$ cat src/rtl/greedy_meshlet_builder_unit_assert.svh
// Assertion macros for the greedy meshlet builder.
// Used by the top level only; needs no package.
`ifndef GREEDY_MESHLET_BUILDER_UNIT_ASSERT_SVH
`define GREEDY_MESHLET_BUILDER_UNIT_ASSERT_SVH
`define GMB_ASSERT_IMPL(label, clk, rst_n, ante, cons) \
  label: assert property (@(posedge clk) disable iff (!rst_n) (ante) |-> (cons)) \
    else $error("assertion failed");
`define GMB_ASSERT_NEXT(label, clk, rst_n, ante, cons) \
  label: assert property (@(posedge clk) disable iff (!rst_n) (ante) |=> (cons)) \
    else $error("assertion failed");
`endif

$ cat src/rtl/gmb_pkg.sv
// Package of the greedy meshlet builder: widths, limits and shared types.
// Used by every module of the block.
package gmb_pkg;
  localparam int unsigned VertexSpace  = 65536;
  localparam int unsigned MaxMembers   = 64;
  localparam int unsigned MaxTriangles = 126;
  localparam int unsigned VertW = 16;
  localparam int unsigned LimW  = 7;
  localparam logic [LimW-1:0] VertexLimitReset   = 7'd64;
  localparam logic [LimW-1:0] TriangleLimitReset = 7'd126;
  localparam logic CfgVertexLimit   = 1'b0;
  localparam logic CfgTriangleLimit = 1'b1;

  typedef struct packed {
    logic [VertW-1:0] va;
    logic [VertW-1:0] vb;
    logic [VertW-1:0] vc;
    logic             fin;
  } tri_t;
endpackage

$ cat src/rtl/gmb_front.sv
// Front part of the greedy meshlet builder: accepts triangles into a short queue.
// Depends on gmb_pkg.
module gmb_front #(
  parameter int unsigned Depth = 2
) (
  input  logic          clk_i,
  input  logic          rst_ni,
  input  logic          in_valid_i,
  output logic          in_stall_o,
  input  gmb_pkg::tri_t in_tri_i,
  output logic          q_valid_o,
  input  logic          q_pop_i,
  output gmb_pkg::tri_t q_tri_o
);
  localparam int unsigned PtrW = (Depth > 1) ? $clog2(Depth) : 1;
  gmb_pkg::tri_t mem_q [Depth];
  logic [PtrW-1:0] wr_q, wr_d, rd_q, rd_d;
  logic [PtrW:0] cnt_q, cnt_d;
  logic push;

  assign in_stall_o = (cnt_q == (PtrW+1)'(Depth));
  assign push = in_valid_i && !in_stall_o;
  assign q_valid_o = (cnt_q != '0);
  assign q_tri_o = mem_q[rd_q];

  always_comb begin
    wr_d = wr_q;
    rd_d = rd_q;
    if (push) wr_d = (wr_q == PtrW'(Depth-1)) ? '0 : wr_q + 1'b1;
    if (q_pop_i) rd_d = (rd_q == PtrW'(Depth-1)) ? '0 : rd_q + 1'b1;
    cnt_d = cnt_q + (PtrW+1)'(push) - (PtrW+1)'(q_pop_i);
  end

  always_ff @(posedge clk_i or negedge rst_ni) begin
    if (!rst_ni) begin
      wr_q <= '0;
      rd_q <= '0;
      cnt_q <= '0;
    end else begin
      wr_q <= wr_d;
      rd_q <= rd_d;
      cnt_q <= cnt_d;
    end
  end

  always_ff @(posedge clk_i) begin
    if (push) mem_q[wr_q] <= in_tri_i;
  end
endmodule

$ cat config.mk
export PLATFORM = sky130hd
export DESIGN_NAME = gmb_front
export DESIGN_NICKNAME = d
export VERILOG_FILES = /design/src/rtl/greedy_meshlet_builder_unit_assert.svh /design/src/rtl/gmb_pkg.sv /design/src/rtl/gmb_front.sv
export SDC_FILE = /design/constraint.sdc
export NUM_CORES = 1
export LEC_CHECK = 0
export ABC_AREA = 0
export BUFFER_PORTS_ARGS = -buffer_cell sky130_fd_sc_hd__buf_2
export CAP_MARGIN = 20
export CORE_MARGIN = 2
export CORE_UTILIZATION = 40
export CTS_CLUSTER_DIAMETER = 60
export DETAILED_ROUTE_END_ITERATION = 12
export GPL_TIMING_DRIVEN = 0
export PLACE_DENSITY = 0.66
export RECOVER_POWER = 100
export SYNTH_ARGS = -nofsm -noshare
export SYNTH_HDL_FRONTEND = slang
export SYNTH_SLANG_ARGS = --single-unit
$ cat constraint.sdc
create_clock -name clk_i -period 3.27 [get_ports clk_i]
set_input_delay 0.654 -clock clk_i [delete_from_list [all_inputs] [get_ports clk_i]]
set_output_delay 0.654 -clock clk_i [all_outputs]
set_load 0.05 [all_outputs]
Word-level counts from Yosys, hierarchy flattened
Memories as Yosys holds them, arrays and structs flattened.
Cells that the tools add are included.
{ "totals": {"romBits": 0, "mem_count": 1, "ramBits": 98, "regBits": 4, "latchBits": 0} }
{ "classes": {"mux": 4, "mul": 0, "div_mod_pow": 0, "add_sub_neg": 4, "bitwise_logic": 0, "reduce_logical": 3, "eq_ne": 1, "shift": 0, "n_lt_le_gt_ge": 0} }
{ "mem_list": {"columns": ["memory", "words", "width", "rd", "rd_clocked_by_memory_dff", "write_ports", "line", "source"], "rows": [
  ["mem_q", 2, 49, 1, 0, 1, "gmb_front.sv:16", "gmb_pkg::tri_t mem_q [Depth];"]
]} }
{ "op_table": {"columns": ["operator", "n"], "rows": [
  ["two-way mux 1 bit", 4],
  ["adder 1 bit, second input constant", 2],
  ["adder 2 x 1 -> 2 bit", 1],
  ["equality test 2 bit, second input constant", 1],
  ["nonzero test 2 bit", 1],
  ["subtractor 2 x 1 -> 2 bit", 1],
  ["logical AND 1 bit", 1],
  ["logical NOT 1 bit", 1]
]} }

Depth between registers and ports, before layout
{ "logic_depth": {"depth_word": 5, "mapped_depth": 7, "depth_no_buf": 7} }

Worst setup path after synthesis
Ideal clock, no wire load.
{ "synth_path": {"kind": "in2reg", "from": "in in_valid_i", "to": "mem mem_q[0][0] (netlist bit) (enable)", "n_path_buf": 0, "slack_ps": 10, "stages": 2, "arrival_ps": 2804, "required_time_ps": 2814, "cell_sequence": "nand2_1 > nor2_1"} }
{ "synth_between": {"elab_chain_cells": 3} }
{ "synth_rtl": {"columns": ["item", "line", "source"], "rows": [
  ["from (decl)", "gmb_front.sv:8", "input logic in_valid_i,"],
  ["logical AND 1 bit", "gmb_front.sv:22", "assign push = in_valid_i && !in_stall_o;"],
  ["two-way mux 1 bit", "gmb_front.sv:47", "if (push) mem_q[wr_q] <= in_tri_i;"],
  ["two-way mux 1 bit (implied by the code)", "gmb_front.sv:47", null],
  ["to (decl)", "gmb_front.sv:16", null]
]} }
Every way passes these cells.

==> metrics.md <==
| Metric | Value |
|---|---|
| Synth cell types | `14` |
| DR WL/cell | `~15 um` |
| Critical Path Fanout Max | `10` |
| Grt ovf | `0` |
| DP HPWL | `between 4000 and 5000 um` |
| Commonest non-fill, non-tap cells in the layout | `edfxtp_1, buf_2, mux2_4` |
| CTS Buf Count | `9` |
| Reg2reg path depth | `5` |
| Worst vdd ir | `roughly 0.55 mV` |
| Crit path DAT | `around 2 ns` |
| Setup violations, final | `0` |
| Largest net degree at the start of global routing | `32` |
| Internal power | `about 3000 uW` |
| Sequential Power Share | `0.366` |
| Hold slack | `0.111 ns` |
| Rel. slew slack | `-0.0783` |
| Critical path required time | `2.62 ns` |
| Die area | `~11000 um^2` |
| Post-Syn Area | `3980 um^2` |
| Finished Layout Cells | `~430` |
| Die width | `between 100 and 150 um` |
| Detailed-route DRC error count | `0` |
| Hold buffer count at CTS | `0` |
| Root Driver | `clkbuf_8` |
| Combinational share of power | `0.489` |
| Synthesized net count | `between 200 and 250` |
| Max-Cap Viols | `1` |
| Crit path capture type | `primary output` |
| Switching pwr | `2130 uW` |
| Most common cell after layout, fill and taps aside | `edfxtp_1` |
| Worst Clk Skew | `around 0.013 ns` |
| Status | `finished with violations` |
| Nets | `between 300 and 400` |
| Switching Fraction | `0.419` |
| Io pins | `approximately 100` |
| Drt initial violations | `58` |
| Power share of the clock group | `0.145` |
| Port Buf Inserts | `~100` |
| Clock Latency Late Sink | `between 0.3 and 0.4 ns` |
| Ranking of synthesized cells by area | `edfxtp_1, mux2_4, buf_12` |
| CTS Buffer Depth | `2` |
| CP Launch Type | `flip-flop` |
| Share of layout cells above drive strength 1 | `0.541` |
| Worst Hold Class | `input port to asynchronous set/reset pin` |
| Synth area leader | `edfxtp_1` |
| Critical path class | `flip-flop to primary output` |
| Pwr Total | `about 5100 uW` |
| Initial DRT Pass Iterations | `4` |
| Register area share after synthesis | `0.764` |
| Syn_area_per_cell | `23.4 um^2` |
| CTS tree | `done` |
| FP Rows | `36` |
| Vias per cell | `about 4.4` |
| WL final | `around 6300 um` |
| Yosys reg bits | `between 100 and 150` |
| Antenna diodes | `0` |
| Cell area power density | `roughly 1000 nW/um^2` |
| Final worst-path cycle share | `0.812` |
| Final Critical Period | `approximately 2.7 ns` |
| Final Hold Fails | `0` |
| Pleak | `about 0.0019 uW` |
| Routed via count | `~1900` |
| Failing checks | `capacitance limit, slew limit` |
| Placed cell count | `409` |
| Yosys top cell area share | `0.739` |
| CTS Sinks | `102` |
| Wire length of the first global-routing pass | `approximately 10000 um` |
| GPL Wtd Cong | `about 0.64` |
| RSZ-0062 raised after global routing | `no` |
| Post-DRT Antenna Nets | `0` |
| Fmax | `around 0.38 GHz` |
| Synthesis-to-layout area growth | `23.0%` |
| Starting Density | `0.409` |
| Yosys warnings | `0` |
| # Post-CTS Setup Buffers | `0` |
| H-tree Lvls | `3` |
| Worst slew pin tran | `1.62 ns` |
| Post-CTS sizing | `0` |
| Clock-pin slew reported for the worst setup and hold paths after clock tree synthesis | `0.10 ns` |
| Fin. max-slew vios | `31` |
| Initial antenna violation count | `0` |
| Area of the core | `9730 um^2` |
| GRT Overall Usage | `0.123` |
| Vias in the first global route | `just over 2000` |
| Post-Syn Instances | `170` |
| Die H | `about 100 um` |
-- critical path, stage by stage (launching register included) --
cell,delay (ns)
dfrtp_1,0.33
clkbuf_1,0.55
buf_12,0.24
mux2_4,0.31
buf_2,0.21
-- state kept, by name, summed over array words and instances (netlist names) --
register,count
cnt_q,2
mem_q,98
rd_q,1
wr_q,1
-- per-stage QoR --
step	util	area [um^2]	setup TNS, ns	worst slack, ns
finish	0.503	4900	0	0.615
detailed placement	0.489	4760	0	1.18
floorplan	-	3980	0	0.0103
global route	0.503	4900	0	0.496
global placement	0.480	4670	-70.62	-1.44
CTS	0.507	4940	0	1.02
-- power groups by stage --
stage | logic, uW | clock network, uW | registers (uW)
floorplan | 2030 | 0 | 1890
global placement | 2440 | 0 | 1910
detailed placement | 2550 | 0 | 1900
CTS | 2550 | 757 | 1870
global route | 2610 | 813 | 1890
finish | 2480 | 735 | 1860
-- routing by layer --
| layer | up-vias | wire (um) | GRT usage |
|---|---|---|---|
| li1 | 894 | - | - |
| met1 | 922 | 2740 | 0.149 |
| met2 | 63 | 3120 | 0.202 |
| met3 | 9 | 363 | 0.0390 |
| met4 | 0 | 99 | 0.0550 |
| met5 | - | 0 | 0 |
-- path summary, 6_finish.rpt --
kind | from | end | slack [ns]
worst max-delay path | rd_q | q_tri_o[33] | 0.61
worst min-delay path | rst_ni | cnt_q[0] | 0.11
worst max register to register | cnt_q[1] | mem_q[0][30] | 0.87
worst min register to register | wr_q | wr_q | 0.50
max in group asynchronous | rst_ni | rd_q | 2.95
min in group clk_i | in_tri_i[20] | mem_q[0][20] | 0.47
-- kinds of logic (layout without fill, tap and decap cells) --
group / after synthesis / after routing / share of synthesized area
buffers and inverters: 8 / 130 / 0.0298
flip-flops: 102 / 102 / 0.764
AND/OR/NAND/NOR: 5 / 5 / 0.00660
multiplexers: 49 / 49 / 0.185
adder cells (fa/ha/maj): 2 / 2 / 0.00628
XOR/XNOR: 4 / 4 / 0.00880
-- synthesized netlist by cell type (all sizes together) --
library cell  instances
buf                   6
ha                    2
nand2b                1
or2                   1
nand2                 1
xor2                  1
edfxtp               98
xnor2                 3
inv                   2
nor2                  1
and3                  1
dfrtp                 4
mux2                 49
-- cell type report --
type                    count  area, um^2
plain buffers               6         104
clock buffers               9         124
fillers                   867        4830
inverters                   2        7.51
repair buffers            106         576
well taps                 133         166
flip-flops and latches    102        3040
clock inverters             7        56.3
multi-input cells          60         822
(Power assumes the default switching activity.)
